--- config.mk ---
export PLATFORM = sky130hd
export DESIGN_NAME = averaged_level_bar_gauge
export DESIGN_NICKNAME = d
export VERILOG_FILES = /design/src/design/albg_pkg.sv /design/src/design/averaged_level_bar_gauge.sv /design/src/design/albg_cfg_regs.sv /design/src/design/albg_window.sv /design/src/design/albg_bar.sv
export SDC_FILE = /design/constraint.sdc
export NUM_CORES = 1
export LEC_CHECK = 0
export BUFFER_PORTS_ARGS = -buffer_cell sky130_fd_sc_hd__buf_2
export CAP_MARGIN = 20
export CORE_MARGIN = 3
export CORE_UTILIZATION = 55
export DETAILED_ROUTE_END_ITERATION = 12
export GPL_ROUTABILITY_DRIVEN = 0
export GPL_TIMING_DRIVEN = 1
export PLACE_DENSITY = 0.78
export SETUP_SLACK_MARGIN = 0.02
export SLEW_MARGIN = 30
export SYNTH_ARGS = -nofsm -noshare
export SYNTH_HDL_FRONTEND = slang
export SYNTH_SLANG_ARGS = --single-unit
--- constraint.sdc ---
create_clock -name clk_i -period 28 [get_ports clk_i]
set_clock_uncertainty 0.1 [all_clocks]
set_input_delay 1.4 -clock clk_i [delete_from_list [all_inputs] [get_ports clk_i]]
set_output_delay 1.4 -clock clk_i [all_outputs]
set_load 0.01 [all_outputs]
--- src/design/albg_pkg.sv ---
// ----------------------------------------------------------------------------
// Averaged level bar gauge package
// Widths, reset values, register indexes and shared types of the gauge.
// ----------------------------------------------------------------------------
package albg_pkg;

  // Default averaging window length.
  localparam int unsigned ALBG_WINDOW_LEN = 8;

  // Field widths.
  localparam int unsigned SAMPLE_W   = 16;
  localparam int unsigned LEVEL_W    = 8;
  localparam int unsigned BAR_W      = 3;
  localparam int unsigned NUM_BARS   = 6;
  localparam int unsigned CFG_IDX_W  = 3;
  localparam int unsigned CFG_DATA_W = 16;

  // Fixed codes of the gauge.
  localparam logic [BAR_W-1:0]   BAR_MAX     = 3'd6;
  localparam logic [LEVEL_W-1:0] LEVEL_FORCE = 8'hFF;

  // Register reset values.
  localparam logic [LEVEL_W-1:0]  ON_THR_1_RST  = 8'h29;
  localparam logic [LEVEL_W-1:0]  ON_THR_2_RST  = 8'h53;
  localparam logic [LEVEL_W-1:0]  ON_THR_3_RST  = 8'h7D;
  localparam logic [LEVEL_W-1:0]  ON_THR_4_RST  = 8'hA6;
  localparam logic [LEVEL_W-1:0]  ON_THR_5_RST  = 8'hD0;
  localparam logic [LEVEL_W-1:0]  ON_THR_6_RST  = 8'hED;
  localparam logic [LEVEL_W-1:0]  HYST_RST      = 8'h05;
  localparam logic [SAMPLE_W-1:0] BAD_LIMIT_RST = 16'd251;

  // Register indexes on the configuration port.
  localparam logic [CFG_IDX_W-1:0] CFG_ON_THR_1  = 3'd0;
  localparam logic [CFG_IDX_W-1:0] CFG_ON_THR_2  = 3'd1;
  localparam logic [CFG_IDX_W-1:0] CFG_ON_THR_3  = 3'd2;
  localparam logic [CFG_IDX_W-1:0] CFG_ON_THR_4  = 3'd3;
  localparam logic [CFG_IDX_W-1:0] CFG_ON_THR_5  = 3'd4;
  localparam logic [CFG_IDX_W-1:0] CFG_ON_THR_6  = 3'd5;
  localparam logic [CFG_IDX_W-1:0] CFG_HYST      = 3'd6;
  localparam logic [CFG_IDX_W-1:0] CFG_BAD_LIMIT = 3'd7;

  // Current register contents.
  typedef struct packed {
    logic [NUM_BARS-1:0][LEVEL_W-1:0] on_thr;
    logic [LEVEL_W-1:0]               hyst;
    logic [SAMPLE_W-1:0]              bad_limit;
  } albg_cfg_t;

  // Decoded control of the transaction being processed.
  typedef struct packed {
    logic fire;     // transaction moves into the result register
    logic set_bar;  // set-bar transaction
    logic ovr;      // external test control owns the gauge
    logic invalid;  // timeout or sample at or above the limit
    logic win_en;   // sample goes into the averaging window
    logic ign;      // preload the window
    logic blink;    // blink phase for the symbol
  } albg_ctrl_t;

endpackage

--- src/design/averaged_level_bar_gauge.sv ---
// ----------------------------------------------------------------------------
// Averaged level bar gauge
// Turns raw level samples into a 0 to 6 bar count and a symbol flag.
// ----------------------------------------------------------------------------
// The gauge takes one transaction per clock while its input is not stalled
// and returns exactly one result per transaction, in order. A transaction is
// captured in an input register and, once the result register is free or
// being taken, passes through the window update (running sum plus one
// reciprocal multiply for the mean) and the hysteresis threshold chain into
// the result register.
// The result register holds the gauge state itself; while it is stalled the
// input register still takes one more transaction. Configuration registers
// are written through their own port, which is always ready, and must only
// be written while no transaction is in flight.
module averaged_level_bar_gauge #(
  parameter int unsigned WINDOW_LEN = albg_pkg::ALBG_WINDOW_LEN
) (
  input  logic                              clk_i,
  input  logic                              rst_ni,
  // Input channel
  input  logic                              in_valid_i,
  output logic                              in_stall_o,
  input  logic                              req_type_i,
  input  logic [albg_pkg::SAMPLE_W-1:0]     sample_i,
  input  logic                              msg_timeout_i,
  input  logic                              sample_ready_i,
  input  logic                              blink_phase_i,
  input  logic                              ignition_reset_i,
  input  logic                              io_override_i,
  input  logic [albg_pkg::LEVEL_W-1:0]      forced_bar_i,
  // Output channel
  output logic                              out_valid_o,
  input  logic                              out_stall_i,
  output logic [albg_pkg::BAR_W-1:0]        bar_count_o,
  output logic                              symbol_on_o,
  // Configuration write channel
  input  logic                              cfg_valid_i,
  output logic                              cfg_ready_o,
  input  logic [albg_pkg::CFG_IDX_W-1:0]    cfg_index_i,
  input  logic [albg_pkg::CFG_DATA_W-1:0]   cfg_data_i
);
  import albg_pkg::*;

  albg_cfg_t  cfg;
  albg_ctrl_t ctrl;

  logic                in_valid_q, in_valid_d;
  logic                out_valid_q, out_valid_d;
  logic                load;
  logic                move;
  logic                invalid;
  logic [SAMPLE_W-1:0] value;
  logic [LEVEL_W-1:0]  level;

  // Captured transaction.
  logic                req_type_q;
  logic [SAMPLE_W-1:0] sample_q;
  logic                msg_timeout_q;
  logic                sample_ready_q;
  logic                blink_phase_q;
  logic                ignition_reset_q;
  logic                io_override_q;
  logic [LEVEL_W-1:0]  forced_bar_q;

  // Handshake: the input register drains whenever the result register is
  // free or being taken.
  assign move        = in_valid_q && (!out_valid_q || !out_stall_i);
  assign in_stall_o  = in_valid_q && !move;
  assign load        = in_valid_i && !in_stall_o;
  assign in_valid_d  = load || (in_valid_q && !move);
  assign out_valid_d = move || (out_valid_q && out_stall_i);

  always_ff @(posedge clk_i or negedge rst_ni) begin
    if (!rst_ni) begin
      in_valid_q  <= 1'b0;
      out_valid_q <= 1'b0;
    end else begin
      in_valid_q  <= in_valid_d;
      out_valid_q <= out_valid_d;
    end
  end

  always_ff @(posedge clk_i) begin
    if (load) begin
      req_type_q       <= req_type_i;
      sample_q         <= sample_i;
      msg_timeout_q    <= msg_timeout_i;
      sample_ready_q   <= sample_ready_i;
      blink_phase_q    <= blink_phase_i;
      ignition_reset_q <= ignition_reset_i;
      io_override_q    <= io_override_i;
      forced_bar_q     <= forced_bar_i;
    end
  end

  // Transaction decode.
  assign invalid = msg_timeout_q || (sample_q >= cfg.bad_limit);
  assign value   = invalid ? '0 : sample_q;

  always_comb begin
    ctrl.fire    = move;
    ctrl.set_bar = req_type_q;
    ctrl.ovr     = io_override_q;
    ctrl.invalid = invalid;
    ctrl.win_en  = !req_type_q && !io_override_q && (invalid || sample_ready_q);
    ctrl.ign     = ignition_reset_q;
    ctrl.blink   = blink_phase_q;
  end

  albg_cfg_regs u_cfg_regs (
    .clk_i       (clk_i),
    .rst_ni      (rst_ni),
    .cfg_valid_i (cfg_valid_i),
    .cfg_ready_o (cfg_ready_o),
    .cfg_index_i (cfg_index_i),
    .cfg_data_i  (cfg_data_i),
    .cfg_o       (cfg)
  );

  albg_window #(
    .WINDOW_LEN (WINDOW_LEN)
  ) u_window (
    .clk_i   (clk_i),
    .rst_ni  (rst_ni),
    .ctrl_i  (ctrl),
    .value_i (value),
    .level_o (level)
  );

  albg_bar u_bar (
    .clk_i        (clk_i),
    .rst_ni       (rst_ni),
    .ctrl_i       (ctrl),
    .cfg_i        (cfg),
    .forced_bar_i (forced_bar_q),
    .level_i      (level),
    .bar_count_o  (bar_count_o),
    .symbol_on_o  (symbol_on_o)
  );

  assign out_valid_o = out_valid_q;

endmodule

--- src/design/albg_cfg_regs.sv ---
// ----------------------------------------------------------------------------
// Gauge configuration registers
// Threshold, hysteresis and bad-data limit registers behind the write port.
// ----------------------------------------------------------------------------
module albg_cfg_regs (
  input  logic                                clk_i,
  input  logic                                rst_ni,
  input  logic                                cfg_valid_i,
  output logic                                cfg_ready_o,
  input  logic [albg_pkg::CFG_IDX_W-1:0]      cfg_index_i,
  input  logic [albg_pkg::CFG_DATA_W-1:0]     cfg_data_i,
  output albg_pkg::albg_cfg_t                 cfg_o
);
  import albg_pkg::*;

  albg_cfg_t cfg_q, cfg_d;
  logic [LEVEL_W-1:0] data8;

  // Every write is taken at once.
  assign cfg_ready_o = 1'b1;
  assign data8       = cfg_data_i[LEVEL_W-1:0];

  // Register write decode.
  always_comb begin
    cfg_d = cfg_q;
    if (cfg_valid_i) begin
      case (cfg_index_i)
        CFG_ON_THR_1:  cfg_d.on_thr[0] = data8;
        CFG_ON_THR_2:  cfg_d.on_thr[1] = data8;
        CFG_ON_THR_3:  cfg_d.on_thr[2] = data8;
        CFG_ON_THR_4:  cfg_d.on_thr[3] = data8;
        CFG_ON_THR_5:  cfg_d.on_thr[4] = data8;
        CFG_ON_THR_6:  cfg_d.on_thr[5] = data8;
        CFG_HYST:      cfg_d.hyst      = data8;
        CFG_BAD_LIMIT: cfg_d.bad_limit = cfg_data_i;
        default:       cfg_d = cfg_q;
      endcase
    end
  end

  always_ff @(posedge clk_i or negedge rst_ni) begin
    if (!rst_ni) begin
      cfg_q.on_thr[0]  <= ON_THR_1_RST;
      cfg_q.on_thr[1]  <= ON_THR_2_RST;
      cfg_q.on_thr[2]  <= ON_THR_3_RST;
      cfg_q.on_thr[3]  <= ON_THR_4_RST;
      cfg_q.on_thr[4]  <= ON_THR_5_RST;
      cfg_q.on_thr[5]  <= ON_THR_6_RST;
      cfg_q.hyst       <= HYST_RST;
      cfg_q.bad_limit  <= BAD_LIMIT_RST;
    end else begin
      cfg_q <= cfg_d;
    end
  end

  assign cfg_o = cfg_q;

endmodule

--- src/design/albg_window.sv ---
// ----------------------------------------------------------------------------
// Gauge averaging window
// Sliding window with a running sum and a reciprocal divide for the mean.
// ----------------------------------------------------------------------------
module albg_window #(
  parameter int unsigned WINDOW_LEN = albg_pkg::ALBG_WINDOW_LEN
) (
  input  logic                              clk_i,
  input  logic                              rst_ni,
  input  albg_pkg::albg_ctrl_t              ctrl_i,
  input  logic [albg_pkg::SAMPLE_W-1:0]     value_i,
  output logic [albg_pkg::LEVEL_W-1:0]      level_o
);
  import albg_pkg::*;

  localparam int unsigned IDX_W = $clog2(WINDOW_LEN);
  localparam int unsigned SUM_W = SAMPLE_W + IDX_W;
  // Exact floor division by the window length: ceil(2^K / N) times the sum,
  // shifted down by K, is exact for every sum below 2^SUM_W.
  localparam int unsigned K      = SUM_W + IDX_W;
  localparam int unsigned RW     = K - IDX_W + 1;
  localparam int unsigned PW     = SUM_W + RW;
  localparam longint unsigned RECIP_L =
    ((64'd1 << K) + 64'(WINDOW_LEN) - 64'd1) / 64'(WINDOW_LEN);
  localparam logic [RW-1:0]    RECIP = RW'(RECIP_L);
  localparam logic [IDX_W-1:0] LAST  = IDX_W'(WINDOW_LEN - 1);

  // Entries 0 .. N-2; the newest entry of a full window never needs storing.
  logic [SAMPLE_W-1:0] win_q [WINDOW_LEN-1];
  logic [SAMPLE_W-1:0] win_d [WINDOW_LEN-1];
  logic [IDX_W-1:0]    fill_q, fill_d;
  logic [SUM_W-1:0]    sum_q, sum_d;       // sum of entries below fill_q
  logic [LEVEL_W-1:0]  avg_q, avg_d;

  logic                wr;
  logic [IDX_W-1:0]    base_fill;
  logic [SUM_W-1:0]    value_ext;
  logic [SUM_W-1:0]    preload_sum;
  logic [SUM_W-1:0]    base_sum;
  logic [SUM_W-1:0]    total;
  logic [SAMPLE_W-1:0] oldest;
  logic                full;
  logic [PW-1:0]       prod;
  logic [PW-1:0]       quot;

  assign wr          = ctrl_i.fire && ctrl_i.win_en;
  assign value_ext   = {{IDX_W{1'b0}}, value_i};
  assign preload_sum = SUM_W'(value_ext * SUM_W'(WINDOW_LEN - 1));

  // Ignition preload fills the window with the sample before the write.
  assign base_fill = ctrl_i.ign ? LAST : fill_q;
  assign base_sum  = ctrl_i.ign ? preload_sum : sum_q;
  assign oldest    = ctrl_i.ign ? value_i : win_q[0];
  assign total     = base_sum + value_ext;
  assign full      = (base_fill == LAST);

  // Mean of a full window.
  assign prod = {{RW{1'b0}}, total} * {{SUM_W{1'b0}}, RECIP};
  assign quot = prod >> K;

  // Window update: append while filling, slide once full.
  always_comb begin
    win_d  = win_q;
    fill_d = fill_q;
    sum_d  = sum_q;
    avg_d  = avg_q;
    if (wr) begin
      if (full) begin
        // A full window, preloaded or not, stays one entry short of full.
        fill_d = LAST;
        avg_d  = quot[LEVEL_W-1:0];
        sum_d  = total - {{IDX_W{1'b0}}, oldest};
        for (int i = 0; i < int'(WINDOW_LEN) - 2; i++) begin
          win_d[i] = ctrl_i.ign ? value_i : win_q[i+1];
        end
        win_d[WINDOW_LEN-2] = value_i;
      end else begin
        fill_d = fill_q + IDX_W'(1);
        sum_d  = total;
        for (int i = 0; i < int'(WINDOW_LEN) - 1; i++) begin
          if (fill_q == IDX_W'(i)) begin
            win_d[i] = value_i;
          end
        end
      end
    end
  end

  always_ff @(posedge clk_i or negedge rst_ni) begin
    if (!rst_ni) begin
      fill_q <= '0;
      sum_q  <= '0;
      avg_q  <= '0;
    end else begin
      fill_q <= fill_d;
      sum_q  <= sum_d;
      avg_q  <= avg_d;
    end
  end

  // Window entries are always written before they are read.
  always_ff @(posedge clk_i) begin
    win_q <= win_d;
  end

  assign level_o = avg_d;

endmodule

--- src/design/albg_bar.sv ---
// ----------------------------------------------------------------------------
// Gauge bar and symbol state
// Hysteresis threshold chain, set-bar handling and the result register.
// ----------------------------------------------------------------------------
module albg_bar (
  input  logic                              clk_i,
  input  logic                              rst_ni,
  input  albg_pkg::albg_ctrl_t              ctrl_i,
  input  albg_pkg::albg_cfg_t               cfg_i,
  input  logic [albg_pkg::LEVEL_W-1:0]      forced_bar_i,
  input  logic [albg_pkg::LEVEL_W-1:0]      level_i,
  output logic [albg_pkg::BAR_W-1:0]        bar_count_o,
  output logic                              symbol_on_o
);
  import albg_pkg::*;

  logic [BAR_W-1:0]   bar_q, bar_d;
  logic               sym_q, sym_d;
  logic [LEVEL_W-1:0] last_q, last_d;
  logic [BAR_W-1:0]   forced_sat;

  // Ascending tests first, then descending tests; the first hit wins.
  function automatic logic [BAR_W-1:0] run_chain(input logic [LEVEL_W-1:0] lv,
                                                 input logic [BAR_W-1:0]   b,
                                                 input albg_cfg_t          cfg);
    logic [BAR_W-1:0] res;
    logic             hit;
    res = b;
    hit = 1'b0;
    if (b == '0 && lv < cfg.on_thr[0]) begin
      res = '0;
      hit = 1'b1;
    end
    for (int k = 1; k < int'(NUM_BARS); k++) begin
      if (!hit && b <= BAR_W'(k) && lv >= cfg.on_thr[k-1] && lv < cfg.on_thr[k]) begin
        res = BAR_W'(k);
        hit = 1'b1;
      end
    end
    if (!hit && b <= BAR_MAX && lv >= cfg.on_thr[NUM_BARS-1]) begin
      res = BAR_MAX;
      hit = 1'b1;
    end
    // Off threshold is on minus hysteresis; a negative one never matches.
    for (int k = 1; k <= int'(NUM_BARS); k++) begin
      if (!hit && b > BAR_W'(k - 1) && cfg.on_thr[k-1] >= cfg.hyst &&
          ({1'b0, lv} + {1'b0, cfg.hyst}) <= {1'b0, cfg.on_thr[k-1]}) begin
        res = BAR_W'(k - 1);
        hit = 1'b1;
      end
    end
    return res;
  endfunction

  assign forced_sat = (forced_bar_i > LEVEL_W'(BAR_MAX)) ? BAR_MAX
                                                         : forced_bar_i[BAR_W-1:0];

  // Next state for the transaction leaving the input register.
  always_comb begin
    bar_d  = bar_q;
    sym_d  = sym_q;
    last_d = last_q;
    if (ctrl_i.fire) begin
      if (ctrl_i.set_bar) begin
        bar_d = forced_sat;
      end else if (ctrl_i.ovr) begin
        sym_d  = 1'b1;
        last_d = LEVEL_FORCE;
      end else begin
        sym_d = ctrl_i.invalid ? ctrl_i.blink : 1'b1;
        if (ctrl_i.win_en && level_i != last_q) begin
          last_d = level_i;
          bar_d  = run_chain(level_i, bar_q, cfg_i);
        end
      end
    end
  end

  always_ff @(posedge clk_i or negedge rst_ni) begin
    if (!rst_ni) begin
      bar_q  <= '0;
      sym_q  <= 1'b0;
      last_q <= '0;
    end else begin
      bar_q  <= bar_d;
      sym_q  <= sym_d;
      last_q <= last_d;
    end
  end

  assign bar_count_o = bar_q;
  assign symbol_on_o = sym_q;

endmodule

==> results of run 1 <==
[area by class of cell]
| class | instances | area [µm²] |
|---|---|---|
| Fill cell | 2058 | 9430 |
| Sequential cell | 215 | 5960 |
| Tap cell | 330 | 413 |
| Clock inverter | 18 | 274 |
| Clock buffer | 27 | 633 |
| Multi-Input combinational cell | 1081 | 8020 |
| Timing Repair Buffer | 75 | 425 |
| Inverter | 103 | 387 |
[worst max-delay path: cells and delay by family (launching register included)]
| family | cells | cell delay (ps) |
|---|---|---|
| mux | 3 | 940 |
| flops | 1 | 520 |
| buf+inv | 2 | 320 |
| simple gates | 8 | 2030 |
| compound gates | 15 | 3100 |
| fa+ha+maj | 6 | 1960 |
| xor+xnor | 4 | 1050 |
[per-stage QoR]
| stage | instance area, µm² | std cells | hold slack (ps) |
|---|---|---|---|
| final | 16100 | 1849 | 388 |
| after CTS | 16100 | 1849 | 393 |
| after detailed placement | 15200 | 1804 | 378 |
| after global placement | 15200 | 1803 | 366 |
| after global routing | 16100 | 1849 | 422 |
| after floorplan | 14500 | 1438 | 346 |
[power by group]
group	leakage (nW)	internal, mW	switching (mW)
combinational	4.63	0.376	0.527
sequential	2.23	0.401	0.0481
clock	0.439	0.228	0.133
total	7.31	1.01	0.708
[registers in the layout (all words and copies together), names as in the netlist, 8 cells and up]
name and count:
sample_q 16, u_window.sum_q 11, u_window.avg_q 8, u_window.win_q 77, u_cfg_regs.cfg_o 72, u_bar.last_q 8
forced_bar_q 8
[cell usage after synthesis, types with 3 or more instances]
library cell    n  share of area
edfxtp_1      107           0.22
a21oi_1        80          0.028
nor2_1         80          0.021
o21ai_0        87          0.030
xor2_1         11         0.0066
inv_1         103          0.027
or2_2           6         0.0026
or3_1           8         0.0035
ha_1          202           0.17
mux2i_1        13         0.0090
nor4b_1         3         0.0018
nor2b_1        17         0.0073
nor3_1         24         0.0083
nand2b_1       16         0.0069
nand3_1        22         0.0076
o2111ai_1       3         0.0018
nor3b_1         5         0.0026
a21boi_0        4         0.0021
a21o_1         17         0.0088
o21a_1         18         0.0093
dfrtp_1        73           0.13
nor4_1          9         0.0039
a31oi_1        11         0.0047
xnor2_1        26          0.016
clkbuf_1       33         0.0085
o22ai_1         6         0.0026
nand2_1       209          0.054
o21bai_1        6         0.0031
mux2_4          4         0.0041
and2_1         11         0.0047
a211oi_1       12         0.0062
a2111oi_0       7         0.0042
or4_1           6         0.0031
dfstp_2        35          0.063
and3_1          3         0.0013
nand4b_1        4         0.0024
fa_1           12          0.017
o311a_1         6         0.0041
nand4_1        27          0.012
o31ai_1         3         0.0016
mux2_2         54          0.042
o211ai_1       11         0.0057
[path summary, 6_finish.rpt]
check | from | endpoint
min reg2reg | u_window.sum_q[0] | u_window.sum_q[0]
max | u_cfg_regs.cfg_o[7] | u_bar.bar_count_o[0]
min | u_window.sum_q[0] | u_window.sum_q[0]
max in group asynchronous | rst_ni | u_cfg_regs.cfg_o[14]
min in group asynchronous | rst_ni | out_valid_o
max reg2reg | u_cfg_regs.cfg_o[7] | u_bar.bar_count_o[0]
[cells by family (layout without fill, tap and decap cells)]
family                     count (synthesis)  after routing  share of synthesized area
and+or+nand+nor                          460            460                      0.149
AOI/OAI and AO/OA                        296            296                      0.130
DFF                                      215            215                      0.411
adders and majority gates                214            214                      0.191
buffers and inverters                    142            223                     0.0381
muxes                                     71             71                     0.0550
xor gates and xnor gates                  39             39                     0.0255
other                                      1              1                   0.000259
[metal layers]
layer  wire length (µm)  GRT usage  up-vias
li1                   -          -     5327
met1              15100      0.329     5535
met2              17200      0.423      390
met3               2090     0.0364      119
met4               2080      0.133        0
met5                  0          0        -
==> out/results.txt, run 1 <==
Slew Viols, Final - 0
routed len/inst - 19.7 µm
dpl ws - 17,930 ps
cts-stage hold buffer count - 0
RSZ-0062 raised after global routing - no
final wirelength - 36.5 mm
Post-CTS Setup Repair Bufs - 0
Die Y - 168 µm
Clock Latency Late Sink - 520 ps
area grow syn2layout - 11.1%
reg2reg path depth - 38
Routed Antenna Nets - 0
GRT Util Overall - 0.256
Yosys cell types - 73
CTS buffer count - 25
Syn. warnings - 0
IO Pins - 61
Synth Register Bits - 215
crit path DAT - 10,460 ps
root buf cell - clkbuf_16
WP data required - 28,300 ps
Crit Path Class - reg -> reg
number of remaining DRC errors - 0
reg2reg setup slack - 17,840 ps
Starting Density - 0.568
full die area - 28,400 µm²
Period Utilization, post-route - 0.363
Final Hold Fails - 0
Achievable Freq - 98.5 MHz
Startpoint Class - flip-flop
clock tree sinks - 215
utilization after layout - 0.631
core footprint - 25,500 µm²
hold depth - 2
syn_area_per_cell - 10.1 µm²
Max VDD drop - 0.0000916 V
layout cell share with drive strength beyond 1 - 0.154
Pwr Density - 106 nW/µm²
commonest cells after routing, fill and taps aside - nand2_1, ha_1, edfxtp_1, inv_1, o21ai_0
diodes inserted - 0
Final Power - 1.71 mW
H-tree Lvls - 1
Min Clock Period, post-route - 10,160 ps
pin count of the biggest net entering global routing - 69
number of I/O port buffers - 59
Synth async-reset ratio - 0.502
highest cell delay on the worst timing path - 680 ps
final setup margin - 17,840 ps
most common cell after layout, fill and taps aside - nand2_1
crit end category - flip-flop
syn nets - 1,706
DP HPWL - 27.8 mm
Max Root-Sink Buffers - 3
first-pass GRT wire length - 58.4 mm
post-synthesis cell area - 14,500 µm²
post_cts resized - 0
Least-Margin Pin Slew - 943 ps
CTS tree - yes
nets - 1,769
number of global-route vias before repair - 11,300
Rel. slew slack - 0.370
final setup TNS - 0 ps
number of DRC markers in iteration 0 - 934
HP Class - reg -> reg
detailed-route via count - 11,400
DRT Pass-1 Iters - 6
initial antenna violation count - 0
Leak - 7.31 nW
Max Fanout on Critical Path - 11
total gr overflow - 0
sequential share of the synthesized area - 0.411
Crit path top cell by count - ha_1
Post-Syn Instances - 1,438
num rows - 58
Post-synth EDFFs - 107
maxcap violations - 0
most common flop cell mapped by yosys - edfxtp_1
status - completed
crit path max-delay cell type - a21oi_1
final setup vio count - 0
Vias/cell - 6.15
Die Span X - 168 µm
CTS clk-pin slew, worst paths - 60 ps
No activity file was read; power rests on OpenSTA's default activity.
==> inputs of run 2 (changes only) <==
- PLACE_DENSITY: 0.78 -> 0.81
- clock period: 28 -> 8.49 ns (I/O delays scaled with it)
==> out/results.txt, run 2 (synthesis results as in run 1) <==
Leak - 7.96 nW (+8.9%)
first-pass GRT wire length - 64.0 mm (+9.5%)
IO Pins - 61 (unchanged)
Crit Path Class - reg -> reg
number of remaining DRC errors - 0 (unchanged)
total gr overflow - 0 (unchanged)
DRT Pass-1 Iters - 6 (unchanged)
CTS buffer count - 25 (unchanged)
crit path max-delay cell type - or4b_4
DP HPWL - 29.2 mm (+5.2%)
most common cell after layout, fill and taps aside - nand2_1
largest register by flop count - u_window.win_q
Starting Density - 0.568 (unchanged)
failing checks - setup timing
Vias/cell - 6.28 (+2.2%)
initial antenna violation count - 1 (+1)
RSZ-0062 raised after global routing - yes
cell count along the critical path - 40 (+5.3%)
pin count of the biggest net entering global routing - 75 (+8.7%)
Crit path top cell by count - nor2_1
Achievable Freq - 117 MHz (+19%)
crit path DAT - 8890 ps (-1570 ps)
detailed-route via count - 12,400 (+8.8%)
clock tree sinks - 215 (unchanged)
FF-to-FF Start - sample_q[13]
area taken by flip-flops and latches - 5960 µm² (unchanged)
dpl ws - -228 ps (-18,160 ps)
Routed Antenna Nets - 0 (unchanged)
final setup margin - -52.9 ps (-17,900 ps)
Int Power - 3.65 mW (+260%)
utilization after layout - 0.688 (+0.0574)
Slew Viols, Final - 0 (unchanged)
Crit. Startpoint - sample_q[13]
Filler cells - 1,740 (-15%)
diodes inserted - 0 (unchanged)
full die area - 28,400 µm² (unchanged)
Period Utilization, post-route - 1.01 (+0.643)
H-tree Lvls - 1 (unchanged)
status - complete, but fails checks
multi-input logic area - 8540 µm² (+6.5%)
number of global-route vias before repair - 12,100 (+6.9%)
clock power share - 0.179 (-0.032)
final wirelength - 43.0 mm (+18%)
Max Fanout on Critical Path - 6 (-5)
Clock Latency Late Sink - 550 ps (+30 ps)
WP data required - 8840 ps (-19,460 ps)
Max VDD drop - 0.000265 V (+190%)
Least-Margin Pin Slew - 973 ps (+30.7 ps)
commonest cells after routing, fill and taps aside - nand2_1, ha_1, edfxtp_1, inv_1, buf_4
layout cell share with drive strength beyond 1 - 0.241 (+0.0865)
maxcap violations - 0 (unchanged)
RR Endpoint - u_bar.bar_count_o[1]
GRT Util Overall - 0.283 (+0.0270)
root buf cell - clkbuf_16
Final Hold Fails - 0 (unchanged)
Min Clock Period, post-route - 8540 ps (-1610 ps)
reg2reg setup slack - -50 ps (-17,900 ps)
number of I/O port buffers - 59 (unchanged)
Sequential Power Share - 0.236 (-0.026)
Critical Path End - u_bar.bar_count_o[1]
area grow syn2layout - 21.2%
Rel. slew slack - 0.351 (-0.0189)
crit end category - flip-flop
CTS clk-pin slew, worst paths - 70 ps (about the same)
core footprint - 25,500 µm² (unchanged)
Die Y - 168 µm (unchanged)
nets - 1,887 (+6.7%)
final setup vio count - 3 (+3)
Max Root-Sink Buffers - 3 (unchanged)
final setup TNS - -75.8 ps (-75.8 ps)
Logic pwr share - 0.585 (+0.058)
HP Class - in -> reg
Pwr Density - 360 nW/µm² (+240%)
WP buf/inv - 5 (+3)
Psw - 2.68 mW (+280%)
hold slack - 25.0 ps (-363 ps)
number of DRC markers in iteration 0 - 1,343 (+44%)
Startpoint Class - flip-flop
reg2reg path depth - 40 (+5.3%)
Switching Share - 0.423 (+0.00992)
max reg flops - 77 (unchanged)
routed len/inst - 21.8 µm (+11%)
num rows - 58 (unchanged)
Largest delay share family, worst path - simple AND/OR/NAND/NOR gates
Die Span X - 168 µm (unchanged)
CTS tree - yes
highest cell delay on the worst timing path - 510 ps (-170 ps)
## run 2: cell count changes in the layout (fill, tap and decap cells not counted), moves of 11 or more
cell / delta
a21oi_2: +11
dlygate4sd3_1: +32
ha_1: -20
a21oi_1: -13
ha_4: +17
buf_4: +82
## run 2: metal layers
layer  vias up  GRT usage  share of wire
met2       621      0.484           0.49
met1      5967      0.356           0.38
li1       5570          -              -
met4         2      0.129          0.061
met5         -          0        0.00040
met3       207     0.0404          0.077
## run 2: worst min path at each step
stage	depth (start not counted)	slack, ps	from	end
after floorplan	0	30	rst_ni	in_valid_q
after global placement	1	320	rst_ni	in_valid_q
after detailed placement	1	320	rst_ni	out_valid_o
after CTS	2	10	cfg_data_i[9]	u_cfg_regs.cfg_o[9]
after global routing	2	7	cfg_data_i[13]	u_cfg_regs.cfg_o[13]
final	2	30	cfg_data_i[9]	u_cfg_regs.cfg_o[9]
## run 2: power groups by stage
stage                     logic, mW  registers [mW]  clock network, mW
after global routing           4.03            1.51               1.19
after detailed placement       3.16            1.49                  0
after CTS                      3.31            1.48               1.14
after global placement         2.98            1.48                  0
final                          3.70            1.49               1.13
after floorplan                2.21            1.43                  0
## run 2: layout make-up
| class | instances | area share |
|---|---|---|
| Multi-Input combinational cell | 1081 | 0.486 |
| Timing Repair Buffer | 193 | 0.0805 |
| Clock buffer | 28 | 0.0374 |
| Inverter | 103 | 0.0220 |
| Clock inverter | 18 | 0.0117 |
| Tap cell | 330 | 0.0235 |
| Sequential cell | 215 | 0.339 |
## run 2: worst reg2reg max path, delay by kind of cell, from the launching register on
| kind | cells | cell delay (ps) |
|---|---|---|
| flops | 1 | 440 |
| fa+ha+maj | 7 | 2070 |
| mux | 3 | 850 |
| compound gates | 8 | 1260 |
| xor+xnor | 3 | 360 |
| simple gates | 14 | 2690 |
| buf+inv | 5 | 680 |
## run 2: per-stage QoR
step                      area (µm²)  cells  total power [mW]
after detailed placement       15700   1867              4.66
final                          17600   1968              6.32
after global routing           17600   1968              6.72
after floorplan                14500   1438              3.64
after CTS                      17100   1953              5.93
after global placement         15700   1867              4.47
## run 2: repair_timing
item / 4_1_cts / 5_1_grt
endpoints found under the hold margin: 48 / 0
gates cloned: 0 / 0
hold buffers: 32 / 0
pin swaps: 17 / 45
setup endpoints to repair: 3 / 3
buffers inserted: 8 / 14
gates resized for setup: 23 / 65
